$ cat src/hw/rtl/htok_pkg.sv
// Shared types, constants and lookup tables of the HTML byte tokenizer.
package htok_pkg;

  localparam int LEN_W = 6;

  localparam logic [1:0] KIND_SRC  = 2'd0;
  localparam logic [1:0] KIND_LIT  = 2'd1;
  localparam logic [1:0] KIND_STAG = 2'd2;
  localparam logic [1:0] KIND_ETAG = 2'd3;

  localparam logic [20:0] CP_MAX = 21'h10FFFF;
  localparam logic [7:0] UTF_LEAD2 = 8'hC0;
  localparam logic [7:0] UTF_LEAD3 = 8'hE0;
  localparam logic [7:0] UTF_LEAD4 = 8'hF0;
  localparam logic [7:0] UTF_CONT  = 8'h80;
  localparam logic [7:0] UTF_MASK  = 8'h3F;

  localparam int NUM_REFS = 20;

  // Work items passed from the parser to the emitter.
  typedef enum logic [2:0] {
    CMD_BYTE = 3'd0,
    CMD_TAG  = 3'd1,
    CMD_RAW  = 3'd2,
    CMD_LIT  = 3'd3,
    CMD_REF  = 3'd4
  } cmd_op_t;

  typedef struct packed {
    cmd_op_t          op;
    logic             last;
    logic [1:0]       kind;
    logic             sc;
    logic             semi;
    logic [7:0]       data;
    logic [LEN_W-1:0] len;
  } cmd_t;

  // Store write port driven by the parser.
  typedef struct packed {
    logic             tag_we;
    logic             ent_we;
    logic [LEN_W-1:0] addr;
    logic [7:0]       data;
  } wr_t;

  typedef struct packed {
    logic [2:0]  len;
    logic [47:0] name;
    logic [20:0] cp;
  } ref_ent_t;

  function automatic logic [7:0] to_lower(input logic [7:0] c);
    logic [7:0] r;
    r = c;
    if (c >= "A" && c <= "Z") r = c + 8'd32;
    return r;
  endfunction

  function automatic logic is_alnum(input logic [7:0] c);
    return (c >= "a" && c <= "z") || (c >= "A" && c <= "Z") || (c >= "0" && c <= "9");
  endfunction

  function automatic logic is_space(input logic [7:0] c);
    return c == 8'h20 || c == 8'h09 || c == 8'h0A || c == 8'h0D || c == 8'h0C;
  endfunction

  // Names of the raw-text elements, first character in the top byte.
  function automatic logic [3:0] raw_len(input logic [1:0] k);
    logic [3:0] r;
    unique case (k)
      2'd1:    r = 4'd5;
      2'd2:    r = 4'd8;
      default: r = 4'd6;
    endcase
    return r;
  endfunction

  function automatic logic [7:0] raw_char(input logic [1:0] k, input logic [2:0] i);
    logic [63:0] nm;
    unique case (k)
      2'd1:    nm = {"style", 24'h0};
      2'd2:    nm = "template";
      default: nm = {"script", 16'h0};
    endcase
    return nm[63 - 8 * i -: 8];
  endfunction

  // Named character references.
  function automatic ref_ent_t ref_entry(input logic [4:0] k);
    ref_ent_t e;
    unique case (k)
      5'd0:    e = '{3'd3, {"amp", 24'h0}, 21'h26};
      5'd1:    e = '{3'd2, {"lt", 32'h0}, 21'h3C};
      5'd2:    e = '{3'd2, {"gt", 32'h0}, 21'h3E};
      5'd3:    e = '{3'd4, {"quot", 16'h0}, 21'h22};
      5'd4:    e = '{3'd4, {"apos", 16'h0}, 21'h27};
      5'd5:    e = '{3'd4, {"nbsp", 16'h0}, 21'h00A0};
      5'd6:    e = '{3'd5, {"mdash", 8'h0}, 21'h2014};
      5'd7:    e = '{3'd5, {"ndash", 8'h0}, 21'h2013};
      5'd8:    e = '{3'd6, "hellip", 21'h2026};
      5'd9:    e = '{3'd5, {"rsquo", 8'h0}, 21'h2019};
      5'd10:   e = '{3'd5, {"lsquo", 8'h0}, 21'h2018};
      5'd11:   e = '{3'd5, {"rdquo", 8'h0}, 21'h201D};
      5'd12:   e = '{3'd5, {"ldquo", 8'h0}, 21'h201C};
      5'd13:   e = '{3'd4, {"copy", 16'h0}, 21'h00A9};
      5'd14:   e = '{3'd3, {"reg", 24'h0}, 21'h00AE};
      5'd15:   e = '{3'd5, {"trade", 8'h0}, 21'h2122};
      5'd16:   e = '{3'd3, {"deg", 24'h0}, 21'h00B0};
      5'd17:   e = '{3'd6, "middot", 21'h00B7};
      5'd18:   e = '{3'd4, {"bull", 16'h0}, 21'h2022};
      5'd19:   e = '{3'd5, {"times", 8'h0}, 21'h00D7};
      default: e = '0;
    endcase
    return e;
  endfunction

endpackage

$ cat src/hw/rtl/htok_front.sv
// Parser front end: accepts input words, runs the tokenizer state machine, issues commands.
module htok_front import htok_pkg::*; #(
  parameter int TAG_NAME_DEPTH = 32,
  parameter int ENTITY_DEPTH   = 16
) (
  input  logic       clk,
  input  logic       rst_n,
  input  logic       in_valid,
  output logic       in_stall,
  input  logic       in_op,
  input  logic [7:0] in_byte_in,
  input  logic       q_full,
  output logic       q_push,
  output cmd_t       q_cmd,
  output wr_t        wr,
  input  logic       store_done
);

  localparam int TAW = $clog2(TAG_NAME_DEPTH);
  localparam int EAW = $clog2(ENTITY_DEPTH);

  typedef enum logic [15:0] {
    F_TEXT        = 16'h0001,
    F_TAG_OPEN    = 16'h0002,
    F_TAG_NAME    = 16'h0004,
    F_BEFORE_ATTR = 16'h0008,
    F_ATTR_NAME   = 16'h0010,
    F_AFTER_ATTR  = 16'h0020,
    F_BEFORE_VAL  = 16'h0040,
    F_VAL_QUOTED  = 16'h0080,
    F_VAL_PLAIN   = 16'h0100,
    F_SELF_CLOSE  = 16'h0200,
    F_ENTITY      = 16'h0400,
    F_MARKUP      = 16'h0800,
    F_COMMENT     = 16'h1000,
    F_DECL        = 16'h2000,
    F_RAWTEXT     = 16'h4000,
    F_RAW_MAYBE   = 16'h8000
  } front_state_t;

  front_state_t st_r, st_nxt;
  logic           h_valid_r, h_valid_nxt;
  logic           h_op_r;
  logic [7:0]     h_byte_r;
  logic [TAW-1:0] tlen_r, tlen_nxt;
  logic [EAW-1:0] elen_r, elen_nxt;
  logic           closing_r, closing_nxt;
  logic           quote_r, quote_nxt;
  logic [1:0]     raw_kind_r, raw_kind_nxt;
  logic [3:0]     rpos_r, rpos_nxt;
  logic [1:0]     dash_r, dash_nxt;
  logic [2:0]     rawm_r, rawm_nxt;
  logic [2:0]     busy_r, busy_nxt;

  logic       redo, push, wr_need, fin_req, fin_sc, blk, step, done, accept;
  logic       raw_hit;
  logic [1:0] raw_k, rk;
  logic [3:0] ridx;
  logic [7:0] c, lc;
  cmd_t       cmd;
  wr_t        wr_c;

  assign c  = h_byte_r;
  assign lc = to_lower(h_byte_r);

  // Raw-text element recognized from the running name match.
  always_comb begin
    raw_hit = 1'b0;
    raw_k   = 2'd0;
    if (rawm_r[0] && tlen_r == TAW'(raw_len(2'd0))) begin
      raw_hit = 1'b1;
      raw_k   = 2'd0;
    end else if (rawm_r[1] && tlen_r == TAW'(raw_len(2'd1))) begin
      raw_hit = 1'b1;
      raw_k   = 2'd1;
    end else if (rawm_r[2] && tlen_r == TAW'(raw_len(2'd2))) begin
      raw_hit = 1'b1;
      raw_k   = 2'd2;
    end
  end

  assign rk   = (raw_kind_r == 2'd3) ? 2'd0 : raw_kind_r;
  assign ridx = rpos_r - 4'd1;

  // One step of the tokenizer for the held word.
  always_comb begin
    st_nxt       = st_r;
    tlen_nxt     = tlen_r;
    elen_nxt     = elen_r;
    closing_nxt  = closing_r;
    quote_nxt    = quote_r;
    raw_kind_nxt = raw_kind_r;
    rpos_nxt     = rpos_r;
    dash_nxt     = dash_r;
    rawm_nxt     = rawm_r;
    redo         = 1'b0;
    push         = 1'b0;
    wr_need      = 1'b0;
    fin_req      = 1'b0;
    fin_sc       = 1'b0;
    cmd          = '0;
    cmd.op       = CMD_BYTE;
    cmd.last     = 1'b1;
    wr_c         = '0;
    if (h_op_r) begin
      // End of input flushes a pending reference without its semicolon.
      if (st_r == F_ENTITY) begin
        push     = 1'b1;
        cmd.op   = CMD_LIT;
        cmd.len  = LEN_W'(elen_r);
        st_nxt   = F_TEXT;
        elen_nxt = '0;
      end
    end else begin
      unique case (st_r)
        F_TEXT: begin
          if (c == "<") begin
            st_nxt      = F_TAG_OPEN;
            tlen_nxt    = '0;
            closing_nxt = 1'b0;
            rawm_nxt    = 3'b111;
          end else if (c == "&") begin
            st_nxt   = F_ENTITY;
            elen_nxt = '0;
          end else begin
            push     = 1'b1;
            cmd.kind = KIND_SRC;
            cmd.data = c;
          end
        end
        F_TAG_OPEN: begin
          if (c == "/") closing_nxt = 1'b1;
          else if (c == "!") begin
            st_nxt   = F_MARKUP;
            dash_nxt = 2'd0;
          end else if (c == "?") st_nxt = F_DECL;
          else begin
            st_nxt = F_TAG_NAME;
            redo   = 1'b1;
          end
        end
        F_TAG_NAME: begin
          if (is_alnum(c)) begin
            if (tlen_r < TAW'(TAG_NAME_DEPTH - 1)) begin
              wr_need     = 1'b1;
              wr_c.tag_we = 1'b1;
              wr_c.addr   = LEN_W'(tlen_r);
              wr_c.data   = lc;
              tlen_nxt    = tlen_r + 1'b1;
              for (int k = 0; k < 3; k++) begin
                rawm_nxt[k] = rawm_r[k] && (tlen_r < TAW'(8)) &&
                              (lc == raw_char(2'(k), tlen_r[2:0]));
              end
            end
          end else if (c == ">") fin_req = 1'b1;
          else if (c == "/") st_nxt = F_SELF_CLOSE;
          else st_nxt = F_BEFORE_ATTR;
        end
        F_BEFORE_ATTR: begin
          if (is_space(c)) st_nxt = F_BEFORE_ATTR;
          else if (c == ">") fin_req = 1'b1;
          else if (c == "/") st_nxt = F_SELF_CLOSE;
          else begin
            st_nxt = F_ATTR_NAME;
            redo   = 1'b1;
          end
        end
        F_ATTR_NAME: begin
          if (c == "=") st_nxt = F_BEFORE_VAL;
          else if (c == ">") fin_req = 1'b1;
          else if (c == "/") st_nxt = F_SELF_CLOSE;
          else if (is_space(c)) st_nxt = F_AFTER_ATTR;
        end
        F_AFTER_ATTR: begin
          if (is_space(c)) st_nxt = F_AFTER_ATTR;
          else if (c == "=") st_nxt = F_BEFORE_VAL;
          else begin
            st_nxt = F_BEFORE_ATTR;
            redo   = 1'b1;
          end
        end
        F_BEFORE_VAL: begin
          if (is_space(c)) st_nxt = F_BEFORE_VAL;
          else if (c == 8'h22 || c == 8'h27) begin
            quote_nxt = (c == 8'h27);
            st_nxt    = F_VAL_QUOTED;
          end else if (c == ">") fin_req = 1'b1;
          else st_nxt = F_VAL_PLAIN;
        end
        F_VAL_QUOTED: begin
          if (c == (quote_r ? 8'h27 : 8'h22)) st_nxt = F_BEFORE_ATTR;
        end
        F_VAL_PLAIN: begin
          if (is_space(c)) st_nxt = F_BEFORE_ATTR;
          else if (c == ">") fin_req = 1'b1;
        end
        F_SELF_CLOSE: begin
          if (c == ">") begin
            fin_req = 1'b1;
            fin_sc  = 1'b1;
          end else begin
            st_nxt = F_BEFORE_ATTR;
            redo   = 1'b1;
          end
        end
        F_ENTITY: begin
          if (c == ";") begin
            st_nxt   = F_TEXT;
            push     = 1'b1;
            cmd.op   = CMD_REF;
            cmd.semi = 1'b1;
            cmd.len  = LEN_W'(elen_r);
          end else if (elen_r >= EAW'(ENTITY_DEPTH - 1) || c == "<" || c == "&" ||
                       is_space(c)) begin
            // Broken reference: literal burst, then the byte is seen again as text.
            push     = 1'b1;
            cmd.op   = CMD_LIT;
            cmd.len  = LEN_W'(elen_r);
            cmd.last = (c == "<") || (c == "&");
            st_nxt   = F_TEXT;
            redo     = 1'b1;
          end else begin
            wr_need     = 1'b1;
            wr_c.ent_we = 1'b1;
            wr_c.addr   = LEN_W'(elen_r);
            wr_c.data   = c;
            elen_nxt    = elen_r + 1'b1;
          end
        end
        F_MARKUP: begin
          if (c == "-") begin
            dash_nxt = dash_r + 2'd1;
            if (dash_r + 2'd1 >= 2'd2) begin
              st_nxt   = F_COMMENT;
              dash_nxt = 2'd0;
            end
          end else begin
            st_nxt = F_DECL;
            redo   = 1'b1;
          end
        end
        F_COMMENT: begin
          if (c == "-") begin
            if (dash_r < 2'd2) dash_nxt = dash_r + 2'd1;
          end else if (c == ">" && dash_r >= 2'd2) st_nxt = F_TEXT;
          else dash_nxt = 2'd0;
        end
        F_DECL: begin
          if (c == ">") st_nxt = F_TEXT;
        end
        F_RAWTEXT: begin
          if (c == "<") begin
            st_nxt   = F_RAW_MAYBE;
            rpos_nxt = 4'd0;
          end
        end
        F_RAW_MAYBE: begin
          if (rpos_r == 4'd0) begin
            if (c == "/") rpos_nxt = 4'd1;
            else st_nxt = F_RAWTEXT;
          end else if (ridx < raw_len(rk)) begin
            if (lc == raw_char(rk, ridx[2:0])) rpos_nxt = rpos_r + 4'd1;
            else st_nxt = F_RAWTEXT;
          end else if (c == ">") begin
            st_nxt   = F_TEXT;
            push     = 1'b1;
            cmd.op   = CMD_RAW;
            cmd.data = {6'd0, rk};
            cmd.len  = LEN_W'(raw_len(rk));
          end else if (!is_space(c)) st_nxt = F_RAWTEXT;
        end
        default: st_nxt = F_TEXT;
      endcase
    end
    // Close of a tag: emit its name unless it is empty; a raw-text start tag enters raw text.
    if (fin_req) begin
      st_nxt = F_TEXT;
      if (tlen_r != '0) begin
        push     = 1'b1;
        cmd.op   = CMD_TAG;
        cmd.len  = LEN_W'(tlen_r);
        cmd.kind = closing_r ? KIND_ETAG : KIND_STAG;
        cmd.sc   = !closing_r && fin_sc;
        if (!closing_r && raw_hit) begin
          raw_kind_nxt = raw_k;
          st_nxt       = F_RAWTEXT;
          rpos_nxt     = 4'd0;
        end
      end
    end
  end

  // A store write waits until no command that reads the stores is in flight.
  assign blk      = (push && q_full) || (wr_need && (busy_r != 3'd0));
  assign step     = h_valid_r && !blk;
  assign done     = step && !redo;
  assign in_stall = h_valid_r && !done;
  assign accept   = in_valid && !in_stall;
  assign q_push   = step && push;
  assign q_cmd    = cmd;

  always_comb begin
    wr        = wr_c;
    wr.tag_we = step && wr_c.tag_we;
    wr.ent_we = step && wr_c.ent_we;
  end

  always_comb begin
    h_valid_nxt = h_valid_r;
    if (accept) h_valid_nxt = 1'b1;
    else if (done) h_valid_nxt = 1'b0;
  end

  // Count of store-reading commands not yet finished by the back end.
  always_comb begin
    busy_nxt = busy_r;
    if (q_push && (cmd.op == CMD_TAG || cmd.op == CMD_LIT || cmd.op == CMD_REF))
      busy_nxt = busy_nxt + 3'd1;
    if (store_done) busy_nxt = busy_nxt - 3'd1;
  end

  // Control registers.
  always_ff @(posedge clk) begin
    if (!rst_n) begin
      st_r       <= F_TEXT;
      h_valid_r  <= 1'b0;
      tlen_r     <= '0;
      elen_r     <= '0;
      closing_r  <= 1'b0;
      quote_r    <= 1'b0;
      raw_kind_r <= 2'd0;
      rpos_r     <= 4'd0;
      dash_r     <= 2'd0;
      rawm_r     <= 3'b000;
      busy_r     <= 3'd0;
    end else begin
      h_valid_r <= h_valid_nxt;
      busy_r    <= busy_nxt;
      if (step) begin
        st_r       <= st_nxt;
        tlen_r     <= tlen_nxt;
        elen_r     <= elen_nxt;
        closing_r  <= closing_nxt;
        quote_r    <= quote_nxt;
        raw_kind_r <= raw_kind_nxt;
        rpos_r     <= rpos_nxt;
        dash_r     <= dash_nxt;
        rawm_r     <= rawm_nxt;
      end
    end
  end

  // Held input word.
  always_ff @(posedge clk) begin
    if (accept) begin
      h_op_r   <= in_op;
      h_byte_r <= in_byte_in;
    end
  end

endmodule

$ cat src/hw/rtl/htok_fifo.sv
// Short command queue between the parser and the emitter.
module htok_fifo import htok_pkg::*; (
  input  logic clk,
  input  logic rst_n,
  input  logic push,
  input  cmd_t push_cmd,
  input  logic pop,
  output cmd_t pop_cmd,
  output logic valid,
  output logic full
);

  localparam int DEPTH = 4;
  localparam int AW    = $clog2(DEPTH);

  cmd_t          slot_r [DEPTH];
  logic [AW-1:0] wp_r, rp_r;
  logic [AW:0]   cnt_r;

  assign valid   = cnt_r != '0;
  assign full    = cnt_r == (AW + 1)'(DEPTH);
  assign pop_cmd = slot_r[rp_r];

  // Pointers and fill count.
  always_ff @(posedge clk) begin
    if (!rst_n) begin
      wp_r  <= '0;
      rp_r  <= '0;
      cnt_r <= '0;
    end else begin
      if (push) wp_r <= wp_r + 1'b1;
      if (pop) rp_r <= rp_r + 1'b1;
      cnt_r <= cnt_r + (AW + 1)'(push) - (AW + 1)'(pop);
    end
  end

  // Entry storage.
  always_ff @(posedge clk) begin
    if (push) slot_r[wp_r] <= push_cmd;
  end

endmodule

$ cat src/hw/rtl/htok_back.sv
// Emitter back end: name and reference stores, reference resolution, UTF-8 and output word.
module htok_back import htok_pkg::*; #(
  parameter int TAG_NAME_DEPTH = 32,
  parameter int ENTITY_DEPTH   = 16
) (
  input  logic       clk,
  input  logic       rst_n,
  input  logic       q_valid,
  input  cmd_t       q_cmd,
  output logic       q_pop,
  input  wr_t        wr,
  output logic       store_done,
  output logic       out_valid,
  input  logic       out_stall,
  output logic [1:0] out_kind,
  output logic [7:0] out_byte,
  output logic       out_self_closing,
  output logic       out_token_end,
  output logic       out_last
);

  localparam int TAW = $clog2(TAG_NAME_DEPTH);
  localparam int EAW = $clog2(ENTITY_DEPTH);

  typedef enum logic [7:0] {
    B_IDLE  = 8'h01,
    B_CONST = 8'h02,
    B_RD    = 8'h04,
    B_OUT   = 8'h08,
    B_AMP   = 8'h10,
    B_SEMI  = 8'h20,
    B_SRD   = 8'h40,
    B_SEX   = 8'h80
  } back_state_t;

  back_state_t       bst_r, bst_nxt;
  cmd_t              cmd_r, cmd_nxt;
  logic [LEN_W-1:0]  pos_r, pos_nxt;
  logic              cp_mode_r, cp_mode_nxt;
  logic [20:0]       cp_r, cp_nxt;
  logic              num_r, hex_r, ok_r;
  logic [20:0]       v_r;
  logic [NUM_REFS-1:0] nm_r;
  logic              out_valid_r;
  logic [1:0]        kind_r;
  logic [7:0]        byte_r;
  logic              sc_r, te_r, last_r;

  logic [7:0] tag_mem [TAG_NAME_DEPTH];
  logic [7:0] ent_mem [ENTITY_DEPTH];
  logic [7:0] tag_q, ent_q;

  logic              slot, emit, e_fin, e_te, e_sc, scan_go, scan_init;
  logic [1:0]        e_kind;
  logic [7:0]        e_byte;
  logic [7:0]        lc;
  logic              d_ok;
  logic [3:0]        d;
  logic [24:0]       prod;
  logic              sc_num, sc_hex, sc_ok;
  logic [20:0]       sc_v, sc_cp, named_cp;
  logic [NUM_REFS-1:0] sc_nm;
  logic [2:0]        cp_n;
  logic [7:0]        cp_byte;
  ref_ent_t          re;

  // Stores, written by the parser and read with a registered port.
  always_ff @(posedge clk) begin
    if (wr.tag_we) tag_mem[wr.addr[TAW-1:0]] <= wr.data;
    tag_q <= tag_mem[pos_r[TAW-1:0]];
  end

  always_ff @(posedge clk) begin
    if (wr.ent_we) ent_mem[wr.addr[EAW-1:0]] <= wr.data;
    ent_q <= ent_mem[pos_r[EAW-1:0]];
  end

  // One character of reference resolution, numeric and named in parallel.
  always_comb begin
    lc       = to_lower(ent_q);
    d_ok     = 1'b0;
    d        = 4'd0;
    prod     = '0;
    sc_num   = num_r;
    sc_hex   = hex_r;
    sc_ok    = ok_r;
    sc_v     = v_r;
    named_cp = '0;
    re       = '0;
    if (ent_q >= "0" && ent_q <= "9") begin
      d_ok = 1'b1;
      d    = ent_q[3:0];
    end else if (hex_r && lc >= "a" && lc <= "f") begin
      d_ok = 1'b1;
      d    = lc[3:0] + 4'd9;
    end
    for (int k = 0; k < NUM_REFS; k++) begin
      sc_nm[k] = nm_r[k] && (pos_r < LEN_W'(6)) &&
                 (lc == ref_entry(5'(k)).name[47 - 8 * pos_r[2:0] -: 8]);
    end
    if (pos_r == '0) begin
      sc_num = (ent_q == "#");
      sc_hex = 1'b0;
      sc_ok  = 1'b1;
      sc_v   = '0;
    end else if (num_r) begin
      if (pos_r == LEN_W'(1) && cmd_r.len > LEN_W'(2) && (ent_q == "x" || ent_q == "X")) begin
        sc_hex = 1'b1;
      end else begin
        if (hex_r) prod = {v_r, 4'b0} + 25'(d);
        else prod = ({4'b0, v_r} << 3) + ({4'b0, v_r} << 1) + 25'(d);
        if (!d_ok || prod > 25'(CP_MAX)) sc_ok = 1'b0;
        sc_v = prod[20:0];
      end
    end
    for (int k = 0; k < NUM_REFS; k++) begin
      re = ref_entry(5'(k));
      if (sc_nm[k] && LEN_W'(re.len) == cmd_r.len) named_cp = named_cp | re.cp;
    end
    if (sc_num) sc_cp = (sc_ok && sc_v != '0) ? sc_v : '0;
    else sc_cp = named_cp;
  end

  // UTF-8 byte for the current position of the code point.
  always_comb begin
    if (cp_r < 21'h80) cp_n = 3'd1;
    else if (cp_r < 21'h800) cp_n = 3'd2;
    else if (cp_r < 21'h10000) cp_n = 3'd3;
    else cp_n = 3'd4;
    cp_byte = UTF_CONT | (cp_r[7:0] & UTF_MASK);
    case (cp_n)
      3'd1: cp_byte = cp_r[7:0];
      3'd2: begin
        if (pos_r == '0) cp_byte = UTF_LEAD2 | {3'b0, cp_r[10:6]};
      end
      3'd3: begin
        if (pos_r == '0) cp_byte = UTF_LEAD3 | {4'b0, cp_r[15:12]};
        else if (pos_r == LEN_W'(1)) cp_byte = UTF_CONT | {2'b0, cp_r[11:6]};
      end
      default: begin
        if (pos_r == '0) cp_byte = UTF_LEAD4 | {5'b0, cp_r[20:18]};
        else if (pos_r == LEN_W'(1)) cp_byte = UTF_CONT | {2'b0, cp_r[17:12]};
        else if (pos_r == LEN_W'(2)) cp_byte = UTF_CONT | {2'b0, cp_r[11:6]};
      end
    endcase
  end

  assign slot = !out_valid_r || !out_stall;

  // Emitter sequencer.
  always_comb begin
    bst_nxt     = bst_r;
    cmd_nxt     = cmd_r;
    pos_nxt     = pos_r;
    cp_mode_nxt = cp_mode_r;
    cp_nxt      = cp_r;
    q_pop       = 1'b0;
    store_done  = 1'b0;
    emit        = 1'b0;
    e_kind      = KIND_LIT;
    e_byte      = '0;
    e_sc        = 1'b0;
    e_te        = 1'b0;
    e_fin       = 1'b0;
    scan_go     = 1'b0;
    scan_init   = 1'b0;
    unique case (bst_r)
      B_IDLE: begin
        if (q_valid) begin
          q_pop       = 1'b1;
          cmd_nxt     = q_cmd;
          pos_nxt     = '0;
          cp_mode_nxt = 1'b0;
          case (q_cmd.op)
            CMD_TAG: bst_nxt = B_RD;
            CMD_LIT: bst_nxt = B_AMP;
            CMD_REF: begin
              if (q_cmd.len == '0) begin
                cmd_nxt.op = CMD_LIT;
                bst_nxt    = B_AMP;
              end else begin
                scan_init = 1'b1;
                bst_nxt   = B_SRD;
              end
            end
            default: bst_nxt = B_CONST;
          endcase
        end
      end
      B_CONST: begin
        if (slot) begin
          emit = 1'b1;
          if (cmd_r.op == CMD_RAW) begin
            e_kind = KIND_ETAG;
            e_byte = raw_char(cmd_r.data[1:0], pos_r[2:0]);
            e_fin  = (pos_r == cmd_r.len - 1'b1);
            e_te   = e_fin;
          end else begin
            e_kind = cmd_r.kind;
            e_byte = cmd_r.data;
            e_fin  = 1'b1;
          end
          pos_nxt = pos_r + 1'b1;
          if (e_fin) bst_nxt = B_IDLE;
        end
      end
      B_RD: bst_nxt = B_OUT;
      B_OUT: begin
        if (slot) begin
          emit = 1'b1;
          if (cp_mode_r) begin
            e_byte = cp_byte;
            e_fin  = (pos_r == LEN_W'(cp_n - 3'd1));
            e_te   = e_fin;
          end else if (cmd_r.op == CMD_TAG) begin
            e_kind = cmd_r.kind;
            e_byte = tag_q;
            e_sc   = cmd_r.sc;
            e_fin  = (pos_r == cmd_r.len - 1'b1);
            e_te   = e_fin;
          end else begin
            e_byte = ent_q;
            e_fin  = (pos_r == cmd_r.len - 1'b1) && !cmd_r.semi;
            e_te   = e_fin;
          end
          pos_nxt = pos_r + 1'b1;
          if (e_fin) begin
            bst_nxt    = B_IDLE;
            store_done = 1'b1;
          end else if (!cp_mode_r && cmd_r.op == CMD_LIT && pos_r == cmd_r.len - 1'b1) begin
            bst_nxt = B_SEMI;
          end else if (cp_mode_r) begin
            bst_nxt = B_OUT;
          end else begin
            bst_nxt = B_RD;
          end
        end
      end
      B_AMP: begin
        if (slot) begin
          emit    = 1'b1;
          e_byte  = "&";
          e_fin   = (cmd_r.len == '0) && !cmd_r.semi;
          e_te    = e_fin;
          pos_nxt = '0;
          if (e_fin) begin
            bst_nxt    = B_IDLE;
            store_done = 1'b1;
          end else if (cmd_r.len == '0) bst_nxt = B_SEMI;
          else bst_nxt = B_RD;
        end
      end
      B_SEMI: begin
        if (slot) begin
          emit       = 1'b1;
          e_byte     = ";";
          e_fin      = 1'b1;
          e_te       = 1'b1;
          bst_nxt    = B_IDLE;
          store_done = 1'b1;
        end
      end
      B_SRD: bst_nxt = B_SEX;
      B_SEX: begin
        scan_go = 1'b1;
        if (pos_r == cmd_r.len - 1'b1) begin
          pos_nxt = '0;
          if (sc_cp != '0) begin
            cp_nxt      = sc_cp;
            cp_mode_nxt = 1'b1;
            bst_nxt     = B_OUT;
          end else begin
            cmd_nxt.op = CMD_LIT;
            bst_nxt    = B_AMP;
          end
        end else begin
          pos_nxt = pos_r + 1'b1;
          bst_nxt = B_SRD;
        end
      end
      default: bst_nxt = B_IDLE;
    endcase
  end

  // Sequencer control registers.
  always_ff @(posedge clk) begin
    if (!rst_n) begin
      bst_r       <= B_IDLE;
      cp_mode_r   <= 1'b0;
      out_valid_r <= 1'b0;
    end else begin
      bst_r       <= bst_nxt;
      cp_mode_r   <= cp_mode_nxt;
      out_valid_r <= emit || (out_valid_r && out_stall);
    end
  end

  // Command, position and scan accumulators.
  always_ff @(posedge clk) begin
    cmd_r <= cmd_nxt;
    pos_r <= pos_nxt;
    cp_r  <= cp_nxt;
    if (scan_init) begin
      nm_r  <= '1;
      num_r <= 1'b0;
      hex_r <= 1'b0;
      ok_r  <= 1'b1;
      v_r   <= '0;
    end else if (scan_go) begin
      nm_r  <= sc_nm;
      num_r <= sc_num;
      hex_r <= sc_hex;
      ok_r  <= sc_ok;
      v_r   <= sc_v;
    end
  end

  // Output word register.
  always_ff @(posedge clk) begin
    if (emit) begin
      kind_r <= e_kind;
      byte_r <= e_byte;
      sc_r   <= e_sc;
      te_r   <= e_te;
      last_r <= e_fin && cmd_r.last;
    end
  end

  assign out_valid        = out_valid_r;
  assign out_kind         = kind_r;
  assign out_byte         = byte_r;
  assign out_self_closing = sc_r;
  assign out_token_end    = te_r;
  assign out_last         = last_r;

endmodule

$ cat src/hw/rtl/html_byte_tokenizer.sv
// Top level of the HTML byte tokenizer: parser, command queue and emitter.
//
// Input channel: in_valid/in_stall carry one word per transfer, either a
// stream byte (in_op = 0, in_byte_in) or an end-of-input marker (in_op = 1).
// Result channel: out_valid/out_stall carry one output word per transfer with
// its kind, byte, self-closing flag, token end flag and a last flag that marks
// the final word caused by one input word. Input words that cause no output
// produce nothing on the result channel.
// Plain text bytes leave one word each: the emitter pops each command in its
// idle state and sends the word from its constant state. A tag-name byte or
// reference byte stored while the emitter still reads the stores waits for it.
// The parser does one state step at a time; a byte that re-enters a new state
// takes a further step. Tag names and literal bursts need a registered store
// read before each word; a terminated reference first scans its body with a
// store read and a scan step per byte, then, if it resolves, sends one to four
// UTF-8 words at one per cycle while out_stall is low.
// Reset is synchronous, active low, and returns the parser to text state with
// the command queue and output register empty. When out_stall is high the
// output word holds, the queue fills, and then in_stall rises.
module html_byte_tokenizer import htok_pkg::*; #(
  parameter int TAG_NAME_DEPTH = 32,
  parameter int ENTITY_DEPTH   = 16
) (
  input  logic       clk,
  input  logic       rst_n,
  input  logic       in_valid,
  output logic       in_stall,
  input  logic       in_op,
  input  logic [7:0] in_byte_in,
  output logic       out_valid,
  input  logic       out_stall,
  output logic [1:0] out_kind,
  output logic [7:0] out_byte,
  output logic       out_self_closing,
  output logic       out_token_end,
  output logic       out_last
);

  logic q_push, q_pop, q_valid, q_full, store_done;
  cmd_t push_cmd, pop_cmd;
  wr_t  wr;

  htok_front #(
    .TAG_NAME_DEPTH (TAG_NAME_DEPTH),
    .ENTITY_DEPTH   (ENTITY_DEPTH)
  ) u_front (
    .clk        (clk),
    .rst_n      (rst_n),
    .in_valid   (in_valid),
    .in_stall   (in_stall),
    .in_op      (in_op),
    .in_byte_in (in_byte_in),
    .q_full     (q_full),
    .q_push     (q_push),
    .q_cmd      (push_cmd),
    .wr         (wr),
    .store_done (store_done)
  );

  htok_fifo u_fifo (
    .clk      (clk),
    .rst_n    (rst_n),
    .push     (q_push),
    .push_cmd (push_cmd),
    .pop      (q_pop),
    .pop_cmd  (pop_cmd),
    .valid    (q_valid),
    .full     (q_full)
  );

  htok_back #(
    .TAG_NAME_DEPTH (TAG_NAME_DEPTH),
    .ENTITY_DEPTH   (ENTITY_DEPTH)
  ) u_back (
    .clk              (clk),
    .rst_n            (rst_n),
    .q_valid          (q_valid),
    .q_cmd            (pop_cmd),
    .q_pop            (q_pop),
    .wr               (wr),
    .store_done       (store_done),
    .out_valid        (out_valid),
    .out_stall        (out_stall),
    .out_kind         (out_kind),
    .out_byte         (out_byte),
    .out_self_closing (out_self_closing),
    .out_token_end    (out_token_end),
    .out_last         (out_last)
  );

endmodule

$ cat config.mk
export PLATFORM = sky130hd
export DESIGN_NAME = html_byte_tokenizer
export DESIGN_NICKNAME = d
export VERILOG_FILES = /design/src/hw/rtl/htok_pkg.sv /design/src/hw/rtl/htok_front.sv /design/src/hw/rtl/htok_fifo.sv /design/src/hw/rtl/htok_back.sv /design/src/hw/rtl/html_byte_tokenizer.sv
export SDC_FILE = /design/constraint.sdc
export NUM_CORES = 1
export LEC_CHECK = 0
export BUFFER_PORTS_ARGS = -buffer_cell sky130_fd_sc_hd__buf_2
export CORE_UTILIZATION = 58
export DETAILED_ROUTE_END_ITERATION = 10
export PLACE_DENSITY_LB_ADDON = 0.08
export SETUP_SLACK_MARGIN = 0.4
export SYNTH_ARGS = -nofsm -noshare
export SYNTH_HDL_FRONTEND = slang
export SYNTH_SLANG_ARGS = --single-unit
$ cat constraint.sdc
create_clock -name clk -period 6.6 [get_ports clk]
set_clock_uncertainty 0.15 [all_clocks]
set_input_delay 0.33 -clock clk [delete_from_list [all_inputs] [get_ports clk]]
set_output_delay 0.33 -clock clk [all_outputs]
set_load 0.05 [all_outputs]
Yosys cells after proc, flatten, opt, wreduce, memory -nomap -nowiden
Memories as Yosys holds them, arrays and structs flattened. A register that Yosys moved wholly into a read port is not among the register bits.
Index checks and enable logic that the tools add are counted.
{"block": "totals", "reg_bits": 174, "mem_bits_rw": 472, "in_bits": 13, "output_inout_bits": 15, "elab_cells": 756, "mem_count": 3}
{"block": "classes", "add_sub_neg": 24, "n_lt_le_gt_ge": 25, "n_eq_ne": 143, "n_shift": 25, "mux": 331, "n_bitwise": 5, "n_reduce_logical": 162}
{"memory": "u_back.tag_mem", "depth": 32, "width": 8, "read_ports": 1, "rd_ports_with_merged_regs": 1, "wr": 1, "line": "htok_back.sv:49", "rtl": "logic [7:0] tag_mem [TAG_NAME_DEPTH];"}
{"memory": "u_back.ent_mem", "depth": 16, "width": 8, "read_ports": 1, "rd_ports_with_merged_regs": 1, "wr": 1, "line": "htok_back.sv:50", "rtl": "logic [7:0] ent_mem [ENTITY_DEPTH];"}
{"memory": "u_fifo.slot_r", "depth": 4, "width": 22, "read_ports": 1, "rd_ports_with_merged_regs": 1, "wr": 1, "line": "htok_fifo.sv:16", "rtl": "cmd_t slot_r [DEPTH];"}
{"cell": "2-to-1 mux 64 bit", "n": 19}
{"cell": "indexed part select 55 x 33 -> 8 bit (first input constant)", "n": 20}
{"cell": "2-to-1 mux 16 bit", "n": 38}
{"cell": "indexed part select 71 x 33 -> 8 bit", "n": 5}
{"cell": "one-hot mux 16 bit (16 select lines)", "n": 1}
{"cell": "one-hot mux 59 bit (2 select lines)", "n": 2}
{"cell": "2-to-1 mux 8 bit", "n": 28}
{"cell": "== test 8 bit", "n": 25}
{"cell": "2-to-1 mux 14 bit", "n": 13}
{"cell": "== test 8 x 6 -> 1 bit (second input constant)", "n": 14}
{"cell": "2-to-1 mux 6 bit", "n": 18}
{"cell": "2-to-1 mux 21 bit", "n": 5}
{"cell": "2-to-1 mux 25 bit", "n": 4}
{"cell": "logical AND 1 bit", "n": 98}
{"cell": "2-to-1 mux 1 bit", "n": 95}
{"cell": "2-to-1 mux 4 bit", "n": 23}
{"cell": "2-to-1 mux 3 bit", "n": 23}
{"cell": "one-hot mux 8 bit (8 select lines)", "n": 1}
{"cell": "adder 25 x 4 -> 25 bit", "n": 2}
{"cell": "one-hot mux 8 bit (3 select lines)", "n": 2}
{"cell": "2-to-1 mux 15 bit", "n": 3}
{"cell": "nonzero test 21 bit", "n": 2}
{"cell": "== test 8 x 4 -> 1 bit (second input constant)", "n": 5}
{"cell": "2-to-1 mux 2 bit", "n": 20}
{"cell": "118 further kinds", "n": 249}

Longest topological paths before layout
Gate-level depths: netlist of the first run.
{"block": "logic_depth", "depth_word": 31, "mapped_depth": 26, "depth_no_buf": 24}

Cells and area by module
Synthesis of the first run repeated with hierarchy kept, for this count alone.
{"block": "hier_totals", "cells_unflattened": 2907, "area_unflattened_um2": 35312.6}
{"mod": "htok_back", "n_inst": 1, "cells_each": 2013, "area_per_inst_um2": 26080.0, "seq_area_each_um2": 14794.2}
{"mod": "htok_front", "n_inst": 1, "cells_each": 737, "area_per_inst_um2": 5610.4, "seq_area_each_um2": 1111.1}
{"mod": "htok_fifo", "n_inst": 1, "cells_each": 157, "area_per_inst_um2": 3622.2, "seq_area_each_um2": 2822.7}

Worst setup path after synthesis of the first run
OpenSTA, ideal clock, no wires.
{"block": "synth_timing", "path_type": "register to register", "start": "register u_back.ent_q[1], read port of u_back.ent_mem", "end": "register u_back.bst_r[3]", "setup_time_ns": 0.070, "arrival_ns": 6.336, "required_ns": 6.380, "slack_ns": 0.044, "stages_incl_launch_ff": 26, "path_buffers": 2, "synth_period_minus_slack_ns": 6.556, "path_cell_list": "dfxtp_1 > buf_1 > inv_1 > clkbuf_1 > ha_1 > or3b_2 > nand4_1 > a31o_2 > or4b_2 > nand2_1 > ha_1 > ha_1 > inv_1 > fa_1 > nand2b_1 > a21oi_1 > o21ba_2 > a211o_1 > a221oi_1 > nand3_1 > o31ai_1 > nand3_2 > a31o_2 > a21oi_2 > o21ai_0 > a21boi_1"}
{"block": "synth_via", "elab_chain_len": 31, "elab_cells_between_ends": 127, "classes_between": "4 x add/sub; 7 x order compare; 23 x eq/ne; 42 x mux; 51 x reduce/logical"}
{"item": "from (decl)", "line": "htok_back.sv:51", "rtl": "logic [7:0] tag_q, ent_q;"}
{"item": "parallel branches: the longest is 26 deep, another holds adder 25 x 4 -> 25 bit"}
{"item": "2-to-1 mux 21 bit *", "line": "htok_back.sv:120", "rtl": "if (sc_num) sc_cp = (sc_ok && sc_v != '0) ? sc_v : '0;"}
{"item": "nonzero test 21 bit *", "line": "htok_back.sv:268", "rtl": "if (sc_cp != '0) begin"}
{"item": "2-to-1 mux 5 bit *", "line": "htok_back.sv:268"}
{"item": "2-to-1 mux 7 bit *", "line": "htok_back.sv:266", "rtl": "if (pos_r == cmd_r.len - 1'b1) begin"}
{"item": "one-hot mux 8 bit (8 select lines) *", "line": "htok_back.sv:167", "rtl": "unique case (bst_r)"}
{"item": "to (signal assigned)", "line": "htok_back.sv:292", "rtl": "bst_r <= bst_nxt;"}
{"item": "to (decl)", "line": "htok_back.sv:36", "rtl": "back_state_t bst_r, bst_nxt;"}
Mark *: on every way between the ends. The select of a mux whose other input is x is not followed.
A chain may end at the register's enable or synchronous reset.

Worst setup path after layout of the first run
{"block": "layout_timing", "start": "register u_back.ent_q[5], read port of u_back.ent_mem", "end": "register u_back.cmd_r[19] (netlist name), enable pin"}
{"block": "layout_via", "elab_chain_len": 30, "elab_cells_between_ends": 126, "classes_between": "4 x add/sub; 7 x order compare; 24 x eq/ne; 39 x mux; 52 x reduce/logical"}
{"item": "parallel branches: the longest is 26 deep, another holds adder 25 x 4 -> 25 bit"}
{"item": "2-to-1 mux 21 bit *", "line": "htok_back.sv:120"}
{"item": "nonzero test 21 bit *", "line": "htok_back.sv:268"}
{"item": "!= test 2 bit (no line) *"}
{"item": "AND reduction 4 bit (no line) *"}
{"item": "to (signal assigned)", "line": "htok_back.sv:300", "rtl": "cmd_r <= cmd_nxt;"}
{"item": "to (decl)", "line": "htok_back.sv:37", "rtl": "cmd_t cmd_r, cmd_nxt;"}
Marked as above.

==> results of run 1 <==
[cells in the mapped netlist, drive strengths merged, types with 9 or more instances]
cell,count
and3,24
nand3,70
nand3b,17
nor2,245
or3,15
ha,94
and3b,10
or2,11
or4,11
a211oi,23
a221o,20
o21ai,115
dfxtp,121
nand4,40
nor3,80
a221oi,12
o31ai,16
mux2,12
nand2b,29
xnor2,61
nor2b,49
xor2,18
clkbuf,100
a21oi,150
o21a,16
buf,59
nor3b,21
nor4b,12
o211ai,29
nand2,215
nor4,27
edfxtp,538
a22oi,13
o22ai,13
and2,34
mux2i,35
a211o,9
a21boi,15
inv,67
a31oi,20
mux4,141
[repair_timing]
| item | 4_1_cts | 5_1_grt |
|---|---|---|
| endpoints found under the setup margin | 23 | 31 |
| resized for setup | 1 | 4 |
| pin swaps | 1 | 2 |
| gates cloned | 1 | 0 |
| hold endpoints to repair | 10 | 0 |
| hold buffers | 10 | 0 |
| buffers inserted | 0 | 4 |
[how the worst max path moves through the flow]
stage,cells after the start,end,start,slack [ns]
after floorplan,25,u_back.bst_r[3],u_back.ent_q[1],0.42
after global placement,23,u_back.bst_r[3],u_back.ent_q[5],0.37
after global routing,15,u_back.ent_mem[12][0],u_front.rpos_r[0],0.40
after detailed placement,23,u_back.bst_r[3],u_back.ent_q[5],0.19
final,22,u_back.cmd_r[19],u_back.ent_q[5],0.67
after CTS,23,u_back.bst_r[3],u_back.ent_q[5],0.41
[through the flow]
step	power, mW	cell area (um2)	utilization, %	std cells	setup WS (ns)
CTS	12.6	37000	65.1	3569	0.408
detailed placement	8.78	34600	61.0	3435	0.187
finish	12.6	37000	65.2	3573	0.671
global route	13.1	37000	65.2	3573	0.404
floorplan	7.76	33700	-	2750	0.416
global placement	8.73	34600	61.0	3435	0.375
[flip-flops by register name, summed over array words and instances, names as in the netlist, 16 cells and up, named ones only]
| name | flops |
|---|---|
| u_back.cp_r | 21 |
| u_back.nm_r | 20 |
| u_back.ent_mem | 128 |
| u_back.cmd_r | 21 |
| u_front.st_r | 16 |
| u_fifo.slot_r | 84 |
| u_back.tag_mem | 256 |
| u_back.v_r | 21 |
[layer usage]
| layer | routed length [um] | track usage (%) |
|---|---|---|
| met3 | 6160 | 4.39 |
| met5 | 13 | 0 |
| met4 | 3090 | 10.5 |
| met1 | 36200 | 41.1 |
| met2 | 40800 | 47.2 |
[final cells by class]
| cell class | count | area share (%) |
|---|---|---|
| flip-flops and latches | 659 | 50.2 |
| multi-input cells | 1862 | 38.6 |
| inverters | 71 | 0.720 |
| repair buffers | 102 | 1.99 |
| clock buffers | 97 | 5.06 |
| clock inverters | 26 | 0.946 |
| well taps | 756 | 2.55 |
[kinds of logic (layout without fill, tap and decap cells)]
family | Yosys count | count (layout) | synth area share [%]
simple gates | 938 | 938 | 14.4
flops | 659 | 659 | 55.2
compound gates | 551 | 552 | 11.0
buf+inv | 230 | 296 | 2.75
mux | 188 | 188 | 10.9
fa+ha+maj | 97 | 97 | 3.67
xor+xnor | 79 | 79 | 2.08
other cells | 1 | 8 | 0.0111
[where the power goes]
group | total (mW) | switching (mW) | internal [mW]
clock | 3.82 | 1.65 | 2.17
combinational | 3.74 | 2.29 | 1.46
sequential | 5.00 | 0.251 | 4.75
total | 12.6 | 4.19 | 8.38
[worst max-delay path, cell delays in order (launching register included)]
cell,delay (ns)
dfxtp_1,0.50
inv_1,0.11
ha_1,0.30
nand2b_1,0.11
nand2b_1,0.10
a31o_2,0.23
or4b_2,0.64
nand2_1,0.11
ha_1,0.24
ha_1,0.23
inv_1,0.08
fa_1,0.19
nand2b_1,0.15
a21oi_2,0.10
o21ba_2,0.23
a211o_1,0.31
a221oi_1,0.40
nand3_1,0.13
o31ai_1,0.43
nand3_2,0.13
a31o_2,0.29
and3b_1,0.24
or2_1,0.26
==> results.md, run 1 <==
- The run finished with clean final reports.
- The global-route wire length before repair is 134 mm.
- The largest net degree at the start of global routing is 64.
- The total track usage is 29.4%.
- The sequential cells in the finished layout cover a total of 18600 um2.
- The number of synthesized register bits is 659.
- After detailed routing, the number of remaining DRC violations is 0.
- The tightest hold path in the finished design has a slack of 0.116 ns.
- The average wire per standard cell is 24.1 um.
- For this block, the initial DRC count from the detailed router was 2429.
- The post-CTS clock slew at the launch and capture registers of the worst setup and hold paths is 0.07 ns.
- The pre-antenna-repair detailed-routing pass consisted of 6 iterations.
- The number of global-route vias before repair is 22.8k.
- The total negative setup slack is 0 ns.
- In this run the critical register-to-register path is captured at u_back.cmd_r[19].
- The CTS tree is built.
- The mean number of vias per cell is 6.55.
- For this run, the leading register cell type out of synthesis is edfxtp_1.
- The worst-skew pair later-pin latency is 0.62 ns.
- Of all flip-flops after synthesis, the portion carrying an async set or reset was 0%.
- The number of fill cells is 4204.
- The part of the Yosys area used for sequential elements is 55.2%.
- During I/O placement, the number of pins put on the boundary was 28.
- The worst path required time is 6.81 ns.
- The number of hold-slack violations in the final timing report was 0.
- The cell depth of the worst flop-to-flop path is 22.
- The number of antenna violations at the first check in global routing is 7.
- Counting flops with a built-in enable in the synthesized netlist gives 538.
- The final layout contains routed wiring with a total length of 86.3 mm.
- Measured along the y axis, the die boundary spans 243 um.
- The mean cell area of the mapped netlist is 12.3 um2.
- The count of nets left with antenna violations once routing finished came out at 0.
- The number of distinct standard cells referenced by the synthesized netlist is 113.
- Data arrives at the worst endpoint at 6.14 ns.
- Counting instances, the worst hold path has a depth of 3.
- The portion of the clock cycle consumed by the worst path in the final layout is 89.8%.
- During synthesis, Yosys emitted a total of 0 warnings.
- The top cell type's share of synthesized area is 48.0%.
- The worst setup path is of the flip-flop to flip-flop kind.
- The transition time at the pin with the least slew margin is 1.24 ns.
- Routability-driven placement finished with a final weighted congestion of 0.972.
- The number of inserted diodes is 0.
- The number of clock sinks is 659.
- The effective utilization at floorplan is 59.2%.
- In this run the number of H-tree levels came out at 3.
- In the final design database the tool counted 2874 nets.
- The cell leakage power is 11.5 nW.
- The area of the multi-input gates is 14300 um2.
- Clock tree synthesis selected as its root buffer the cell clkbuf_16.
- The upper clock frequency limit is 169 MHz.
- Summed over all nets, the half-perimeter wirelength after detailed placement is 59.0 mm.
- The placeable core region is 56800 um2.
- The clock passes through at most 3 buffers.
- The final global-route overflow total is 0.
- Setup violations remaining at the end of the flow were counted as 0.
- The worst register-to-register path has a setup slack of 0.67 ns.
- The capture endpoint of the worst hold path is u_back.out_token_end.
- The library cells used most frequently in the layout, excluding fill and tap cells, are 538 x edfxtp_1, 238 x nor2_1, 213 x nand2_1, 146 x a21oi_1, 141 x mux4_2.
- The max-slew violation count is 0.
- Setup repair after global routing left no endpoint under its margin.
- The worst register-to-register path begins at u_back.ent_q[5].
- The gate count after technology mapping is 2743.
- Along the worst path, the maximum fanout reaches 9.
- Leaving out fill and tap cells, the most frequent cell in the layout is edfxtp_1.
- In the final layout, the share of cells above drive strength 1 is 14.4%.
- The worst setup path is launched from a flip-flop.
- The relative area change from synthesis to final layout is 9.99%.
- The total clock buffers created by CTS is 68.
- The path category of the worst min-delay check is input port to flip-flop.
- The initialized floorplan defines 87 standard-cell rows.
- The power density normalized to cell area is 339 nW/um2.
- Max-cap violations in this run came to 0.
- The die area is 59000 um2.
- Input and output buffers added on the ports amount to 27.
- The source of the worst hold timing path is out_stall.
- Measured against its own limit, the worst slew margin works out to 17.4%.
- In the post-synthesis netlist, the biggest area contributors are edfxtp_1 48%, mux4_2 9.4%, dfxtp_1 7.2%, ha_1 3.5%, nor2_1 2.7%.
- The x dimension of the die is 243 um.
- The post-synthesis instance area is 33700 um2.
- The worst voltage drop across the vdd grid is 0.244 mV.
- Summing over every cut layer, the via total after detailed routing is 23.4k.
- The critical path capture point type is a flip-flop.
- The leading area contributor after synthesis is edfxtp_1.
- The minimum clock period is 5.93 ns.
Note: power is estimated with default switching activity, not from simulation.
==> inputs of run 2 (changes only) <==
--- a/config.mk
+++ b/config.mk
@@ -9,6 +9,7 @@
 export CORE_UTILIZATION = 58
 export DETAILED_ROUTE_END_ITERATION = 10
 export PLACE_DENSITY_LB_ADDON = 0.08
+export REMOVE_ABC_BUFFERS = 1
 export SETUP_SLACK_MARGIN = 0.4
 export SYNTH_ARGS = -nofsm -noshare
 export SYNTH_HDL_FRONTEND = slang
==> results.md, run 2 (synthesis gave the netlist of run 1 again) <==
- The relative area change from synthesis to final layout was 10.5% (was 9.99%).
- The cell leakage power was 11.6 nW (was 11.5 nW).
- The minimum clock period came to 5.92 ns (was 5.93 ns).
- The post-CTS clock slew at the launch and capture registers of the worst setup and hold paths is 0.06 ns (was 0.07 ns).
- The flip-flop count of the largest register, all copies and words added came to 256 (unchanged).
- The number of DRC violations after detailed-routing iteration 0 is 2438 (was 2429).
- The worst path buffer plus inverter count is 3 (was 2).
- The final setup violation count is 0 (unchanged).
- The total clock buffers created by CTS is 70 (was 68).
- The total number of vias was 23.5k (was 23.4k).
- The endpoint arrival time on the critical path was 6.00 ns (was 6.14 ns).
- The die area is 59000 um2 (unchanged).
- The placement row count is 87 (unchanged).
- The cell depth of the worst flop-to-flop path was 17 (was 22).
- The source of the worst hold timing path is out_stall (unchanged).
- The number of global-route vias before repair was 22.7k (was 22.8k).
- The worst voltage drop across the vdd grid is 0.249 mV (was 0.244 mV).
- The reg-to-reg critical path startpoint is u_front.rpos_r[0] (was u_back.ent_q[5]).
- The first-pass iteration count of the detailed router is 6 (unchanged).
- The startpoint-to-endpoint class of the critical path is flip-flop to flip-flop (unchanged).
- The number of I/O port buffers is 27 (unchanged).
- The number of nets in the layout is 2875 (was 2874).
- The number of cells traversed by the worst hold path came to 3 (unchanged).
- The average wire per standard cell came to 24.2 um (was 24.1 um).
- The largest net degree at the start of global routing is 81 (was 64).
- The reg-to-reg critical path endpoint was u_back.tag_mem[9][4] (was u_back.cmd_r[19]).
- The leading cell type in the layout, fill and taps excluded is edfxtp_1 (unchanged).
- The buffer depth of the longest clock path is 3 (unchanged).
- The transition time at the pin with the least slew margin is 1.27 ns (was 1.24 ns).
- The number of hold-slack violations in the final timing report is 0 (unchanged).
- The number of cells on the critical path is 17 (was 22).
- The number of clock sinks is 659 (unchanged).
- The power density normalized to cell area came to 343 nW/um2 (was 339 nW/um2).
- The count of unresolved DRC violations after routing was 0 (unchanged).
- The total cell area at the placement stage is 34600 um2 (about the same).
- The routability congestion estimate is 0.944 (was 0.972).
- The clock root buffer master is clkbuf_16 (unchanged).
- The x dimension of the die was 243 um (unchanged).
- Result of the run: complete, no violations (unchanged).
- The final global-route overflow total is 0 (unchanged).
- The upper clock frequency limit was 169 MHz (about the same).
- The placed wire-length estimate came to 58.6 mm (was 59.0 mm).
- The max-slew violation count was 0 (unchanged).
- The height of the die is 243 um (unchanged).
- The global-route wire length before repair is 134 mm (about the same).
- The number of top-level pins is 28 (unchanged).
- The final core utilization was 65.5% (was 65.2%).
- Critical-path cell list: clkinv_1, ha_1, inv_1, ha_1, a21boi_0, o21ai_0, nand2b_1, a21oi_1, nor4_2, o32ai_1, and2_1, o21bai_2, buf_4, nor2_1, and2_1, nand2_1, nor2_1 (was inv_1, ha_1, nand2b_1, nand2b_1, a31o_2, or4b_2, nand2_1, ha_1, ha_1, inv_1, fa_1, nand2b_1, a21oi_2, o21ba_2, a211o_1, a221oi_1, nand3_1, o31ai_1, nand3_2, a31o_2, and3b_1, or2_1).
- The largest incremental delay on the critical path was 0.71 ns (was 0.64 ns).
- The total number of H-tree levels is 3 (unchanged).
- The category of cells accounting for the largest share of critical-path delay is simple AND/OR/NAND/NOR gates (was compound AO/OA/AOI/OAI gates).
- The worst-skew pair later-pin latency came to 0.63 ns (was 0.62 ns).
- The number of antenna violations at the first check in global routing is 3 (was 7).
- The total negative setup slack is 0 ns (unchanged).
- The capture endpoint of the worst hold path is u_back.out_self_closing (was u_back.out_token_end).
- The slowest cell on the critical path is nor2_1 (was or4b_2).
- The worst setup slack for register-to-register paths is 0.68 ns (was 0.67 ns).
- The worst slew margin relative to its limit is 14.0% (was 17.4%).
- The effective utilization at floorplan is 59.2% (unchanged).
- The post-route cell area is 37200 um2 (was 37000 um2).
- The worst path required time is 6.68 ns (was 6.81 ns).
- RSZ-0062 raised after global routing: true (was false).
- The share of post-route cells with drive strength above 1 came to 15.5% (was 14.4%).
- Most frequent cells in the layout: 538 x edfxtp_1, 230 x nor2_1, 213 x nand2_1, 146 x a21oi_1, 141 x mux4_2 (was 538 x edfxtp_1, 238 x nor2_1, 213 x nand2_1, 146 x a21oi_1, 141 x mux4_2).
- The number of nets still failing antenna checks after routing is 0 (unchanged).
- The mean number of vias per cell was 6.57 (was 6.55).
- The CTS tree was built (unchanged).
- The total track usage was 29.4% (about the same).
- The portion of the clock cycle consumed by the worst path in the final layout is 89.7% (was 89.8%).
- The timing startpoint of the critical path was u_front.rpos_r[0] (was u_back.ent_q[5]).
- The type of origin of the critical path is a flip-flop (unchanged).
- The critical path capture point type is a flip-flop (unchanged).
- The path category of the worst min-delay check is input port to flip-flop (unchanged).
- The largest fanout on the critical path was 14 (was 9).
- The number of max-capacitance violations reported came to 0 (unchanged).
- The final routed wirelength across all metal layers is 86.7 mm (was 86.3 mm).
- The placeable core region is 56800 um2 (unchanged).
-- run 2: repair_timing --
action                                  CTS  global route
endpoints found under the hold margin    10             0
buffers inserted                          0             1
resized for setup                         0            17
hold buffers                             10             0
endpoints found under the setup margin    0           159
-- run 2: per-layer routing --
metal  track usage, %  share of wire (%)  vias to the layer above
met4             9.93                3.0                        0
met1             40.4                 41                    11700
met3             4.29                7.2                      156
met5                0                  0                        -
li1                 -                  -                    10600
met2             48.2                 49                     1064
-- run 2: worst max-delay path by stage --
stage | slack (ns) | to
after floorplan | -2.17 | u_back.bst_r[3]
after global placement | 0.56 | u_back.cp_r[3]
after detailed placement | 0.48 | u_back.cp_r[0]
after CTS | 0.44 | u_back.cp_r[8]
after global routing | 0.28 | u_back.tag_mem[9][4]
final | 0.68 | u_back.tag_mem[9][4]
-- run 2: worst min-delay path, delay by kind of cell --
| family | cells | cell delay, ns |
|---|---|---|
| and+or+nand+nor | 2 | 0.32 |
| buffers and inverters | 1 | 0.10 |
-- run 2: layout make-up --
cell class,count,area (um2)
Fill cell,4217,19600
Sequential cell,659,18600
Multi-Input combinational cell,1861,14300
Clock buffer,94,1970
Tap cell,756,946
Timing Repair Buffer,102,727
Clock inverter,35,418
Inverter,71,267
Antenna cell,2,5.00
-- run 2: report_power, final --
part           switching, mW  leakage (nW)  internal (mW)
clock                   1.67          1.18           2.33
sequential             0.271          5.22           4.75
combinational           2.29          5.18           1.46
-- run 2: through the flow --
step	power [mW]	hold slack, ns	setup slack (ns)	std cells
after floorplan	7.73	0.242	-2.17	2591
after global placement	8.74	0.286	0.558	3438
after detailed placement	8.80	0.315	0.482	3438
after CTS	12.8	0.0783	0.443	3577
after global routing	13.3	0.114	0.279	3578
final	12.8	0.113	0.681	3580
